$ cat src/ksc_pkg.sv
// Shared types, constants, timer advance and setpoint step functions for the keypad setpoint controller.
`default_nettype none
package ksc_pkg;

  localparam int unsigned TMR_W  = 12;
  localparam int unsigned TICK_W = 8;
  localparam int unsigned TEMP_W = 16;
  localparam int unsigned SPD_W  = 16;
  localparam int unsigned DUR_W  = 20;
  localparam int unsigned CFG_W  = 20;
  localparam int unsigned KEY_N  = 4;

  localparam int unsigned IN_TDATA_W  = 8;
  localparam int unsigned OUT_TDATA_W = 64;

  // key slots
  localparam int unsigned KEY_MENU  = 0;
  localparam int unsigned KEY_PLUS  = 1;
  localparam int unsigned KEY_MINUS = 2;
  localparam int unsigned KEY_START = 3;

  // latch slots
  localparam int unsigned LAT_MENU  = 0;
  localparam int unsigned LAT_START = 1;

  // config register indexes
  localparam logic [1:0] CFG_TICK     = 2'd0;
  localparam logic [1:0] CFG_TEMP_LIM = 2'd1;
  localparam logic [1:0] CFG_SPD_LIM  = 2'd2;
  localparam logic [1:0] CFG_DUR_LIM  = 2'd3;

  // timing thresholds in ms
  localparam logic [TMR_W-1:0] TMR_MAX     = 12'd4095;
  localparam logic [TMR_W-1:0] T_SHORT_MIN = 12'd100;
  localparam logic [TMR_W-1:0] T_SHORT_MAX = 12'd1500;
  localparam logic [TMR_W-1:0] T_PM_SHORT  = 12'd1400;
  localparam logic [TMR_W-1:0] T_REP_LO    = 12'd1900;
  localparam logic [TMR_W-1:0] T_REP_HI    = 12'd2100;
  localparam logic [TMR_W-1:0] T_LONG_MAX  = 12'd3000;
  localparam logic [TMR_W-1:0] HOLDOFF_SET = 12'd2000;

  // step sizes
  localparam logic [SPD_W-1:0] STEP_SMALL   = 16'd10;
  localparam logic [SPD_W-1:0] STEP_BIG     = 16'd100;
  localparam logic [DUR_W-1:0] STEP_T_SMALL = 20'd60;
  localparam logic [DUR_W-1:0] STEP_T_BIG   = 20'd600;
  localparam logic [SPD_W:0]   SPD_FLOOR    = 17'd50;

  // blink commands
  localparam logic [1:0] BLINK_NONE    = 2'd0;
  localparam logic [1:0] BLINK_RESTART = 2'd1;
  localparam logic [1:0] BLINK_CLEAR   = 2'd2;

  // reset values of config registers
  localparam logic [TICK_W-1:0] TICK_RST     = 8'd10;
  localparam logic [TEMP_W-1:0] TEMP_LIM_RST = 16'd3000;
  localparam logic [SPD_W-1:0]  SPD_LIM_RST  = 16'd1500;
  localparam logic [DUR_W-1:0]  DUR_LIM_RST  = 20'd86340;

  typedef enum logic [1:0] {
    MODE_NONE,
    MODE_TEMP,
    MODE_SPEED,
    MODE_TIME
  } mode_t;

  typedef struct packed {
    logic [TEMP_W-1:0] temp;
    logic [SPD_W-1:0]  speed;
    logic [DUR_W-1:0]  dur;
  } setp_t;

  // saturating timer advance
  function automatic logic [TMR_W-1:0] sat_time(logic [TMR_W-1:0] t,
                                                logic [TICK_W-1:0] tick);
    logic [TMR_W:0] s;
    s = {1'b0, t} + {5'd0, tick};
    return (s > {1'b0, TMR_MAX}) ? TMR_MAX : s[TMR_W-1:0];
  endfunction

  // one setpoint step in the given mode; mode none leaves values untouched
  function automatic setp_t edit_step(mode_t mode, logic up, logic big,
                                      setp_t v, setp_t lim);
    logic [SPD_W:0]   s16;
    logic [DUR_W:0]   s20;
    logic [SPD_W-1:0] d16;
    logic [DUR_W-1:0] d20;
    setp_t            r;
    r   = v;
    d16 = big ? STEP_BIG : STEP_SMALL;
    d20 = big ? STEP_T_BIG : STEP_T_SMALL;
    s16 = '0;
    s20 = '0;
    case (mode)
      MODE_TEMP: begin
        if (up) begin
          s16    = {1'b0, v.temp} + {1'b0, d16};
          r.temp = (s16 > {1'b0, lim.temp}) ? lim.temp : s16[TEMP_W-1:0];
        end else begin
          r.temp = (v.temp > d16) ? v.temp - d16 : '0;
        end
      end
      MODE_SPEED: begin
        if (up) begin
          s16 = {1'b0, v.speed} + {1'b0, d16};
          // first short step from zero jumps to the minimum speed
          if (!big && s16 == {1'b0, STEP_SMALL}) s16 = SPD_FLOOR;
          r.speed = (s16 > {1'b0, lim.speed}) ? lim.speed : s16[SPD_W-1:0];
        end else begin
          r.speed = ({1'b0, v.speed} < ({1'b0, d16} + SPD_FLOOR)) ? '0 : v.speed - d16;
        end
      end
      MODE_TIME: begin
        if (up) begin
          s20   = {1'b0, v.dur} + {1'b0, d20};
          r.dur = (s20 > {1'b0, lim.dur}) ? lim.dur : s20[DUR_W-1:0];
        end else begin
          r.dur = (v.dur > d20) ? v.dur - d20 : '0;
        end
      end
      default: r = v;
    endcase
    return r;
  endfunction

endpackage
`default_nettype wire

$ cat src/keypad_setpoint_controller.sv
// Top level of the keypad setpoint controller: key timing, setpoint editing and commands.
//
// Usage:
//   in_*  : one word per timer tick carrying the four key levels and the
//           external running flag. cfg_*: write port for tick period and
//           the three setpoint limits; write only while no word is in flight.
//   out_* : one word per tick with edit mode, setpoints, beep requests,
//           blink command, hold-off status and start/stop pulses.
// Result: the result word is registered and appears in the cycle after its tick word is taken.
// Throughput: one word per cycle. in_tready is high whenever the output
//   register is empty or is being drained in the same cycle, so ticks
//   stream back to back; the whole tick update is one registered pass.
// Stall: while out_tvalid is high and out_tready low the result holds and
//   in_tready drops, so no tick is taken and no state advances.
// Reset (rst_n low, synchronous): timers, flags, latches, mode, setpoints
//   and hold-off clear to zero; limits return to 3000 / 1500 / 86340 and
//   the tick period to 10 ms; the output register empties.
`default_nettype none
module keypad_setpoint_controller (
  input  wire logic                              clk,
  input  wire logic                              rst_n,
  // tdata: [0] menu_pressed, [1] plus_pressed, [2] minus_pressed,
  //        [3] start_pressed, [4] running, [7:5] zero
  input  wire logic [ksc_pkg::IN_TDATA_W-1:0]    in_tdata,
  input  wire logic                              in_tvalid,
  output logic                                   in_tready,
  // tdata: [1:0] edit_mode, [17:2] temp_setpoint, [33:18] speed_setpoint,
  //        [53:34] duration_setpoint, [54] short_beep, [55] double_beep,
  //        [57:56] blink_cmd, [58] hold_active, [59] start_cmd,
  //        [60] stop_cmd, [63:61] zero
  output logic [ksc_pkg::OUT_TDATA_W-1:0]        out_tdata,
  output logic                                   out_tvalid,
  input  wire logic                              out_tready,
  input  wire logic                              cfg_we,
  input  wire logic [1:0]                        cfg_addr,
  input  wire logic [ksc_pkg::CFG_W-1:0]         cfg_wdata
);
  import ksc_pkg::*;

  // config registers
  logic [TICK_W-1:0] tick_r;
  setp_t             lim_r;

  // tick state
  logic [TMR_W-1:0] tmr_r   [KEY_N];
  logic [TMR_W-1:0] tmr_nxt [KEY_N];
  logic [KEY_N-1:0] flag_r, flag_nxt;
  logic [1:0]       latch_r, latch_nxt;
  mode_t            mode_r, mode_nxt;
  setp_t            setp_r, setp_nxt;
  logic [TMR_W-1:0] hold_r, hold_nxt;

  // output register
  logic                   out_valid_r;
  logic [OUT_TDATA_W-1:0] out_data_r, out_data_nxt;

  logic km, kp, kn, ks, run;
  logic accept;
  logic sb, db, start_p, stop_p;
  logic [1:0] blink;
  logic plus_step, plus_big, minus_step, minus_big;
  setp_t setp_a;

  assign km  = in_tdata[KEY_MENU];
  assign kp  = in_tdata[KEY_PLUS];
  assign kn  = in_tdata[KEY_MINUS];
  assign ks  = in_tdata[KEY_START];
  assign run = in_tdata[4];

  assign in_tready  = !out_valid_r || out_tready;
  assign accept     = in_tvalid && in_tready;
  assign out_tvalid = out_valid_r;
  assign out_tdata  = out_data_r;

  always_comb begin
    for (int k = 0; k < KEY_N; k++) tmr_nxt[k] = tmr_r[k];
    flag_nxt   = flag_r;
    latch_nxt  = latch_r;
    mode_nxt   = mode_r;
    setp_nxt   = setp_r;
    setp_a     = setp_r;
    sb         = 1'b0;
    db         = 1'b0;
    blink      = BLINK_NONE;
    start_p    = 1'b0;
    stop_p     = 1'b0;
    plus_step  = 1'b0;
    plus_big   = 1'b0;
    minus_step = 1'b0;
    minus_big  = 1'b0;

    // hold-off counts down before any key is looked at
    hold_nxt = (hold_r > {4'd0, tick_r}) ? hold_r - {4'd0, tick_r} : '0;

    // menu key
    if (km && !latch_r[LAT_MENU]) begin
      tmr_nxt[KEY_MENU]  = sat_time(tmr_r[KEY_MENU], tick_r);
      flag_nxt[KEY_MENU] = 1'b1;
    end
    if (flag_nxt[KEY_MENU]) begin
      if (!km) begin
        if (tmr_nxt[KEY_MENU] > T_SHORT_MIN && tmr_nxt[KEY_MENU] < T_SHORT_MAX) begin
          if (run) begin
            db = 1'b1;
          end else begin
            mode_nxt = mode_t'(mode_r + 2'd1);
            sb       = 1'b1;
            blink    = BLINK_RESTART;
          end
        end
        flag_nxt[KEY_MENU]  = 1'b0;
        latch_nxt[LAT_MENU] = 1'b0;
        tmr_nxt[KEY_MENU]   = '0;
      end
      if (tmr_nxt[KEY_MENU] > T_SHORT_MAX && tmr_nxt[KEY_MENU] < T_LONG_MAX &&
          !latch_nxt[LAT_MENU]) begin
        db                  = 1'b1;
        latch_nxt[LAT_MENU] = 1'b1;
      end
    end

    // plus key
    if (kp) begin
      tmr_nxt[KEY_PLUS] = sat_time(tmr_r[KEY_PLUS], tick_r);
      if (tmr_nxt[KEY_PLUS] > T_REP_LO && tmr_nxt[KEY_PLUS] < T_REP_HI) begin
        plus_step          = 1'b1;
        plus_big           = 1'b1;
        flag_nxt[KEY_PLUS] = 1'b0;
        tmr_nxt[KEY_PLUS]  = T_PM_SHORT;
      end else begin
        flag_nxt[KEY_PLUS] = 1'b1;
      end
    end else if (flag_r[KEY_PLUS]) begin
      plus_step          = tmr_r[KEY_PLUS] < T_PM_SHORT;
      flag_nxt[KEY_PLUS] = 1'b0;
      tmr_nxt[KEY_PLUS]  = '0;
    end
    if (plus_step) begin
      if (mode_nxt == MODE_NONE) begin
        db = 1'b1;
      end else begin
        setp_a   = edit_step(mode_nxt, 1'b1, plus_big, setp_r, lim_r);
        hold_nxt = HOLDOFF_SET;
        blink    = BLINK_RESTART;
      end
    end
    setp_nxt = setp_a;

    // minus key, working on the values left by plus
    if (kn) begin
      tmr_nxt[KEY_MINUS] = sat_time(tmr_r[KEY_MINUS], tick_r);
      if (tmr_nxt[KEY_MINUS] > T_REP_LO && tmr_nxt[KEY_MINUS] < T_REP_HI) begin
        minus_step          = 1'b1;
        minus_big           = 1'b1;
        flag_nxt[KEY_MINUS] = 1'b0;
        tmr_nxt[KEY_MINUS]  = T_PM_SHORT;
      end else begin
        flag_nxt[KEY_MINUS] = 1'b1;
      end
    end else if (flag_r[KEY_MINUS]) begin
      minus_step          = tmr_r[KEY_MINUS] < T_PM_SHORT;
      flag_nxt[KEY_MINUS] = 1'b0;
      tmr_nxt[KEY_MINUS]  = '0;
    end
    if (minus_step) begin
      if (mode_nxt == MODE_NONE) begin
        db = 1'b1;
      end else begin
        setp_nxt = edit_step(mode_nxt, 1'b0, minus_big, setp_a, lim_r);
        hold_nxt = HOLDOFF_SET;
        blink    = BLINK_RESTART;
      end
    end

    // start key
    if (ks && !latch_r[LAT_START]) begin
      tmr_nxt[KEY_START]  = sat_time(tmr_r[KEY_START], tick_r);
      flag_nxt[KEY_START] = 1'b1;
    end
    if (flag_nxt[KEY_START]) begin
      if (!ks) begin
        if (tmr_nxt[KEY_START] > T_SHORT_MIN && tmr_nxt[KEY_START] < T_SHORT_MAX) begin
          if (!run && (setp_nxt.speed != '0 || setp_nxt.temp != '0)) begin
            start_p = 1'b1;
          end else begin
            stop_p = 1'b1;
          end
          sb       = 1'b1;
          blink    = BLINK_CLEAR;
          mode_nxt = MODE_NONE;
        end
        flag_nxt[KEY_START]  = 1'b0;
        latch_nxt[LAT_START] = 1'b0;
        tmr_nxt[KEY_START]   = '0;
      end
      if (tmr_nxt[KEY_START] > T_SHORT_MAX && tmr_nxt[KEY_START] < T_LONG_MAX &&
          !latch_nxt[LAT_START]) begin
        db                   = 1'b1;
        latch_nxt[LAT_START] = 1'b1;
      end
    end

    out_data_nxt = {3'd0, stop_p, start_p, (hold_nxt != '0), blink, db, sb,
                    setp_nxt.dur, setp_nxt.speed, setp_nxt.temp, mode_nxt};
  end

  // config writes
  always_ff @(posedge clk) begin
    if (!rst_n) begin
      tick_r <= TICK_RST;
      lim_r  <= '{temp: TEMP_LIM_RST, speed: SPD_LIM_RST, dur: DUR_LIM_RST};
    end else if (cfg_we) begin
      case (cfg_addr)
        CFG_TICK:     tick_r    <= cfg_wdata[TICK_W-1:0];
        CFG_TEMP_LIM: lim_r.temp  <= cfg_wdata[TEMP_W-1:0];
        CFG_SPD_LIM:  lim_r.speed <= cfg_wdata[SPD_W-1:0];
        CFG_DUR_LIM:  lim_r.dur   <= cfg_wdata[DUR_W-1:0];
        default:      tick_r    <= tick_r;
      endcase
    end
  end

  // tick state, advanced once per taken word
  always_ff @(posedge clk) begin
    if (!rst_n) begin
      for (int k = 0; k < KEY_N; k++) tmr_r[k] <= '0;
      flag_r  <= '0;
      latch_r <= '0;
      mode_r  <= MODE_NONE;
      setp_r  <= '0;
      hold_r  <= '0;
    end else if (accept) begin
      for (int k = 0; k < KEY_N; k++) tmr_r[k] <= tmr_nxt[k];
      flag_r  <= flag_nxt;
      latch_r <= latch_nxt;
      mode_r  <= mode_nxt;
      setp_r  <= setp_nxt;
      hold_r  <= hold_nxt;
    end
  end

  // output register
  always_ff @(posedge clk) begin
    if (!rst_n) begin
      out_valid_r <= 1'b0;
    end else if (accept) begin
      out_valid_r <= 1'b1;
    end else if (out_tready) begin
      out_valid_r <= 1'b0;
    end
  end

  always_ff @(posedge clk) begin
    if (accept) begin
      out_data_r <= out_data_nxt;
    end
  end

  // a long-press latch only exists while its key is tracked
  a_menu_latch: assert property (@(posedge clk) disable iff (!rst_n)
    latch_r[LAT_MENU] |-> flag_r[KEY_MENU])
    else $error("menu latch set without press flag");

  a_start_latch: assert property (@(posedge clk) disable iff (!rst_n)
    latch_r[LAT_START] |-> flag_r[KEY_START])
    else $error("start latch set without press flag");

  // start and stop are exclusive and both drop the edit mode
  a_cmd_mode: assert property (@(posedge clk) disable iff (!rst_n)
    (out_valid_r && (out_data_r[59] || out_data_r[60])) |->
      (!(out_data_r[59] && out_data_r[60]) && out_data_r[1:0] == MODE_NONE))
    else $error("start/stop command with bad mode or both set");

  // blink code is never the unused value
  a_blink: assert property (@(posedge clk) disable iff (!rst_n)
    out_valid_r |-> (out_data_r[57:56] == BLINK_NONE ||
                     out_data_r[57:56] == BLINK_RESTART ||
                     out_data_r[57:56] == BLINK_CLEAR))
    else $error("invalid blink command");

  // hold-off status follows the counter of the word just taken
  a_hold: assert property (@(posedge clk) disable iff (!rst_n)
    accept |=> (out_data_r[58] == (hold_r != '0)))
    else $error("hold_active mismatch");

endmodule
`default_nettype wire
$ cat config.mk
export PLATFORM = sky130hd
export DESIGN_NAME = keypad_setpoint_controller
export DESIGN_NICKNAME = d
export VERILOG_FILES = /design/src/ksc_pkg.sv /design/src/keypad_setpoint_controller.sv
export SDC_FILE = /design/constraint.sdc
export NUM_CORES = 1
export LEC_CHECK = 0
export BUFFER_PORTS_ARGS = -buffer_cell sky130_fd_sc_hd__buf_2
export CAP_MARGIN = 20
export CORE_MARGIN = 5
export CORE_UTILIZATION = 50
export CTS_CLUSTER_SIZE = 8
export DETAILED_ROUTE_END_ITERATION = 8
export PLACE_DENSITY_LB_ADDON = 0.25
export SETUP_SLACK_MARGIN = 0.05
export SLEW_MARGIN = 15
export SYNTH_ARGS = -nofsm -noshare
export SYNTH_HDL_FRONTEND = slang
export SYNTH_SLANG_ARGS = --single-unit
export TNS_END_PERCENT = 30
$ cat constraint.sdc
create_clock -name clk -period 12.2 [get_ports clk]
set_input_delay 0.61 -clock clk [delete_from_list [all_inputs] [get_ports clk]]
set_output_delay 0.61 -clock clk [all_outputs]
set_load 0.005 [all_outputs]
* After elaboration in Yosys (flattened, before gate mapping)
Memory sizes are Yosys's and may differ from the RTL's. Cells that the tools add are included.
Word-level totals: flip-flop bits (word level) 194, bits in latches 0, bits in writable memories 48, memory bits (read-only) 0, bits of input ports 35, output and inout port bits 66, word-level logic and storage cells 221, memories kept 1
Cells by class: $add $sub $neg 13, $mul 0, divide/modulo/power cells 0, $lt $le $gt $ge 25, equality and inequality tests 7, shifts and indexed selects 0, multiplexer cells 119, bitwise gates (word level) 6, reduce and logical (&&, ||, !) cells 35
Memories:
- tmr_r | words 4, width 12, rd ports 4, clocked after memory_dff 0, write ports 4, RTL line keypad_setpoint_controller.sv:45 | logic [TMR_W-1:0] tmr_r [KEY_N];
Operators with widths (count):
- $mux 12 | 27
- $mux 52 | 4
- $mux 16 | 8
- $mux 20 | 4
- $mux 17 | 4
- $mux 1 | 54
- $add 12x8->13 | 4
- $gt 13x12->1 const B | 4
- $gt 12x11->1 const B | 4
- $lt 12x11->1 const B | 4
- $lt 12x12->1 const B | 4
- $add 16x7->17 | 2
- $gt 17x16->1 | 2
- $reduce_bool 16->1 | 2
- $sub 16x7->16 | 2
- $mux 2 | 14
- $gt 12x7->1 const B | 2
- $add 20x10->21 | 1
- $gt 21x20->1 | 1
- $gt 20x10->1 | 1
- $mux 10 | 2
- $sub 20x10->20 | 1
- $eq 17x4->1 const B | 1
- $gt 16x7->1 | 1
- other kinds (18) | 52

* Longest topological paths before layout
An unclocked memory read counts as a cell.
depth after elaboration 30, depth in mapped cells 46, gate-level depth less buffers 42

* Least setup slack after synthesis
Ideal clock, no wire load.
kind register to register, from register tick_r[1], to register out_data_r[59] (netlist: out_tdata[59]) (data pin), library setup time 0.267 ns, data arrival time 9.763 ns, required time 11.933 ns, slack 2.171 ns, cell stages (with the launch flop) 42, buffers on the path 3, clock period less this slack 10.029 ns, path through dfxtp_1 -> inv_1 -> fa_1 -> and2b_1 -> o21ai_1 -> a2111oi_2 -> o32a_1 -> inv_1 -> and4_1 -> nor2_1 -> inv_1 -> ha_1 -> clkbuf_1 -> nand4_1 -> o2111ai_1 -> and3_1 -> clkbuf_1 -> a31oi_1 -> [... 6 more ...] -> a311oi_1 -> o22a_1 -> buf_2 -> mux2i_1 -> nand4_1 -> o21ai_0 -> ha_1 -> inv_1 -> fa_1 -> a21oi_1 -> o311a_1 -> a311oi_2 -> or4_4 -> a211oi_1 -> and4bb_1 -> o2111a_1 -> and4_1 -> a21oi_1
On the way: word-level cells in the longest chain between the ends 29, elaborated cells on any way between the ends 75, classes of those cells 9 x add/sub; 16 x order compare; 3 x eq/ne; 34 x mux; 1 x bitwise; 12 x reduce/logical
Ends and longest elaborated chain:
- start: declaration | RTL line keypad_setpoint_controller.sv:41 | logic [TICK_W-1:0] tick_r;
- start signal: assignment | RTL line keypad_setpoint_controller.sv:214 | CFG_TICK: tick_r <= cfg_wdata[TICK_W-1:0];
- start signal: assignment | RTL line keypad_setpoint_controller.sv:218 | default: tick_r <= tick_r;
- $add 12x8->13 | RTL line ksc_pkg.sv:77 | s = {1'b0, t} + {5'd0, tick};
- $gt 13x12->1 | RTL line ksc_pkg.sv:78 | return (s > {1'b0, TMR_MAX}) ? TMR_MAX : s[TMR_W-1:0];
- $mux 12 | RTL line ksc_pkg.sv:78
- $gt 12x11->1 / $lt 12x12->1 (equally long branches) | RTL line keypad_setpoint_controller.sv:125 | if (tmr_nxt[KEY_PLUS] > T_REP_LO && tmr_nxt[KEY_PLUS] < T_REP_HI) begin
- $logic_and 1x1->1 | RTL line keypad_setpoint_controller.sv:125
- $mux 1 | RTL line keypad_setpoint_controller.sv:125
- $mux 1 | RTL line keypad_setpoint_controller.sv:123 | if (kp) begin
- $mux 7 | RTL line ksc_pkg.sv:90 | d16 = big ? STEP_BIG : STEP_SMALL;
- [... 13 more ...]
- $mux 16 | RTL line ksc_pkg.sv:110 | r.speed = ({1'b0, v.speed} < ({1'b0, d16} + SPD_FLOOR)) ? '0 : v.speed - d16;
- $mux 16 | RTL line ksc_pkg.sv:94 | case (mode)
- $mux 52 | RTL line keypad_setpoint_controller.sv:166 | if (mode_nxt == MODE_NONE) begin
- $mux 52 | RTL line keypad_setpoint_controller.sv:165 | if (minus_step) begin
- $reduce_bool 16->1 | RTL line keypad_setpoint_controller.sv:183 | if (!run && (setp_nxt.speed != '0 || setp_nxt.temp != '0)) begin
- $logic_or 1x1->1 | RTL line keypad_setpoint_controller.sv:183
- $logic_and 1x1->1 | RTL line keypad_setpoint_controller.sv:183
- $mux 1 | RTL line keypad_setpoint_controller.sv:183
- end signal: assignment | RTL line keypad_setpoint_controller.sv:255 | out_data_r <= out_data_nxt;
- end: declaration | RTL line keypad_setpoint_controller.sv:55 | logic [OUT_TDATA_W-1:0] out_data_r, out_data_nxt;
Parallel ways exist; a longest one is shown, timed or not. The select of a mux whose other input is x is not followed. A chain may end at the register's enable or synchronous reset.

* Worst setup path after layout
Ends and elaborated chain as after synthesis.

==> impl_metrics.env <==
export IMPL_finalWorstSetupSlack_ps=782
export IMPL_antenna_found_initial=1
export IMPL_ctsHtreeMaxLevel=2
export IMPL_cp_startpoint="tick_r[1]"
export IMPL_reg2reg_slack_ps=780
export IMPL_max_stage_delay_ps=610
export IMPL_yosysMostFrequentCell="nand2_1"
export IMPL_synthCells=2247
export IMPL_via_per_inst=6.14
export IMPL_ff2ff_path_depth=40
export IMPL_rsz0062_at_grt="false"
export IMPL_synth_area_leaders="edfxtp_1, dfxtp_1, ha_1"
export IMPL_r2r_start="tick_r[1]"
export IMPL_grt_overflow=0
export IMPL_synth_seq_cells=242
export IMPL_yosysSeqAreaShare=0.319
export IMPL_clockBufferDepth=3
export IMPL_setup_violations=0
export IMPL_setup_tns_ps=0
export IMPL_cts_resized=0
export IMPL_cp_max_fo=8
export IMPL_start_util=0.507
export IMPL_drt_iter0_drc=1324
export IMPL_finalClockSkew_ps=21.1
export IMPL_cpMaxStageDelayCell="dfxtp_1"
export IMPL_cts_tree="done"
export IMPL_slew_headroom=0.313
export IMPL_port_buffers=94
export IMPL_core_area_mm2=0.0367
export IMPL_endpoint_kind="register"
export IMPL_insertion_delay_ps=560
export IMPL_power_leakage_nw=8.56
export IMPL_crit_required_ps=12480
export IMPL_cts_inserted_buffers=36
export IMPL_rows=70
export IMPL_fp_dieH_um=203
export IMPL_wl_per_cell_um=19.7
export IMPL_yosys_area_top_type="edfxtp_1"
export IMPL_syn_avg_cell_area_um2=8.27
export IMPL_num_nets_final=2478
export IMPL_outcome="completed"
export IMPL_area_growth_pct=10.4
export IMPL_grt_util_all_layers=0.262
export IMPL_clk_pin_slew_ps=50
export IMPL_slew_violations=0
export IMPL_drv_cap=0
export IMPL_synth_ff_type="dfxtp_1"
export IMPL_critPathKind="reg2reg"
export IMPL_critical_path_depth=40
export IMPL_drc=0
export IMPL_detail_route_antenna_nets=0
export IMPL_antennaDiodeCount=0
export IMPL_gp_congestion=0.957
export IMPL_netlist_area_leader_share=0.176
export IMPL_die_area_mm2=0.0411
export IMPL_die_x_um=203
export IMPL_yosys_top_cells_count="nand2_1, nor2_1, a21oi_1"
export IMPL_yosysWarnings=0
export IMPL_dp_slack_ps=993
export IMPL_worst_slew_pin_slew_ps=1030
export IMPL_power_density_mw_per_mm2=121
export IMPL_synthArstFlopShare=0
export IMPL_grt_pass1_wl_um=87700
export IMPL_cts_hold_buf=0
export IMPL_crit_path_start_kind="register"
export IMPL_cp_top_family="compound AO/OA/AOI/OAI gates"
export IMPL_grt_max_degree=75
export IMPL_cts_num_sinks=242
export IMPL_grt_pass1_vias=16426
export IMPL_synth_cell_types=109
export IMPL_cts_root_buf="clkbuf_16"
export IMPL_post_dp_hpwl_um=41300
export IMPL_io_pins=101
export IMPL_hold_class="in2reg"
export IMPL_synth_edff_count=109
export IMPL_drive_gt1_frac=0.108
export IMPL_syn_area_mm2=0.0186
export IMPL_fin_crit_sh=0.936
export IMPL_peakVddDrop_v=0.0000989
export IMPL_worst_ep_arrival_time_ps=11700
export IMPL_endpoint="out_tdata[59]"
export IMPL_first_pass_iters=5
export IMPL_wl_um=55200
export IMPL_hold_violations=0
export IMPL_max_freq_ghz=0.0876
export IMPL_min_period_ps=11420
export IMPL_post_cts_setup_buffer_count=0
export IMPL_via_count=17190
export IMPL_r2r_end="out_tdata[59]"
export IMPL_cp_buffers_inverters=4
[final cells by class]
class	instances	area, um^2
Sequential cell	242	5940
Inverter	132	498
Clock inverter	3	45.0
Clock buffer	59	987
Timing Repair Buffer	129	733
Fill cell	3378	16200
Multi-Input combinational cell	1768	11700
Tap cell	468	586
[through the flow]
stage	instances	cell area, um^2	util	total power [mW]	hold slack, ps
detailed placement	2738	19500	0.530	1.55	456
floorplan	2249	18600	-	1.39	429
global placement	2738	19500	0.530	1.53	446
CTS	2800	20500	0.559	2.49	263
finish	2801	20500	0.559	2.48	283
global route	2801	20500	0.559	2.61	294
[cells by family (layout without fill, tap and decap cells)]
| kind of cell | Yosys count | in the layout | share of synthesized area |
|---|---|---|---|
| AOI/OAI and AO/OA | 652 | 652 | 0.246 |
| xor gates and xnor gates | 100 | 100 | 0.0471 |
| adders and majority gates | 134 | 134 | 0.0938 |
| buffers and inverters | 239 | 323 | 0.0510 |
| DFF | 242 | 242 | 0.319 |
| muxes | 55 | 55 | 0.0310 |
| other | 1 | 3 | 0.000202 |
| and+or+nand+nor | 824 | 824 | 0.212 |
[worst min path at each step]
| stage | start | to | slack (ps) | cells past startpoint |
|---|---|---|---|---|
| floorplan | hold_r[2] | hold_r[2] | 430 | 2 |
| global placement | hold_r[3] | hold_r[3] | 450 | 2 |
| detailed placement | flag_r[1] | flag_r[1] | 460 | 2 |
| CTS | cfg_wdata[16] | lim_r[16] | 260 | 3 |
| global route | cfg_wdata[16] | lim_r[16] | 290 | 3 |
| finish | cfg_wdata[16] | lim_r[16] | 280 | 3 |
[registers in the layout, indices dropped and copies added, names as in the netlist]
| register | cells |
|---|---|
| mode_r | 2 |
| out_tvalid | 1 |
| tick_r | 8 |
| out_tdata | 61 |
| latch_r | 2 |
| setp_r | 52 |
| hold_r | 12 |
| lim_r | 52 |
| tmr_r | 48 |
| flag_r | 4 |
[cell usage in the layout, fill, tap and decap left out, types with 12 or more instances in the layout]
cell and count:
o21bai_1 13, ha_1 125, a21o_1 38, a31oi_1 33, o21ai_0 98, xor2_1 27
or3_1 12, nand2_1 275, clkbuf_16 36, o22ai_1 25, xnor2_1 73, o211ai_1 37
inv_1 130, nand4_1 29, mux2i_1 36, and2_1 13, mux2_2 18, clkbuf_1 23
a211oi_1 17, nor2b_1 34, dfxtp_1 133, or2_2 13, nor3_1 44, nor2_1 216
o21a_1 15, buf_2 94, buf_4 35, nand3_1 56, edfxtp_1 109, a21boi_0 49
and3_1 36, o31ai_1 21, nor4_1 13, nand2b_1 24, a21oi_1 146
[report_power, final]
group / leakage (nW) / switching (mW) / internal [mW]
Clock: 0.492 / 0.384 / 0.553
Combinational: 5.85 / 0.359 / 0.234
Sequential: 2.22 / 0.0452 / 0.908
[metal layers]
metal / track usage / part of all wire
met5: 0 / 0
met4: 0.0727 / 0.025
met2: 0.424 / 0.45
met3: 0.0535 / 0.080
met1: 0.357 / 0.44
[worst register-to-register path: cells and delay by family (launching register included)]
family / cells / cell delay (ps)
AOI/OAI and AO/OA: 16 / 4020
buffers and inverters: 4 / 600
DFF: 1 / 610
and+or+nand+nor: 13 / 3670
muxes: 1 / 220
adders and majority gates: 6 / 2020
(Power assumes the default switching activity.)
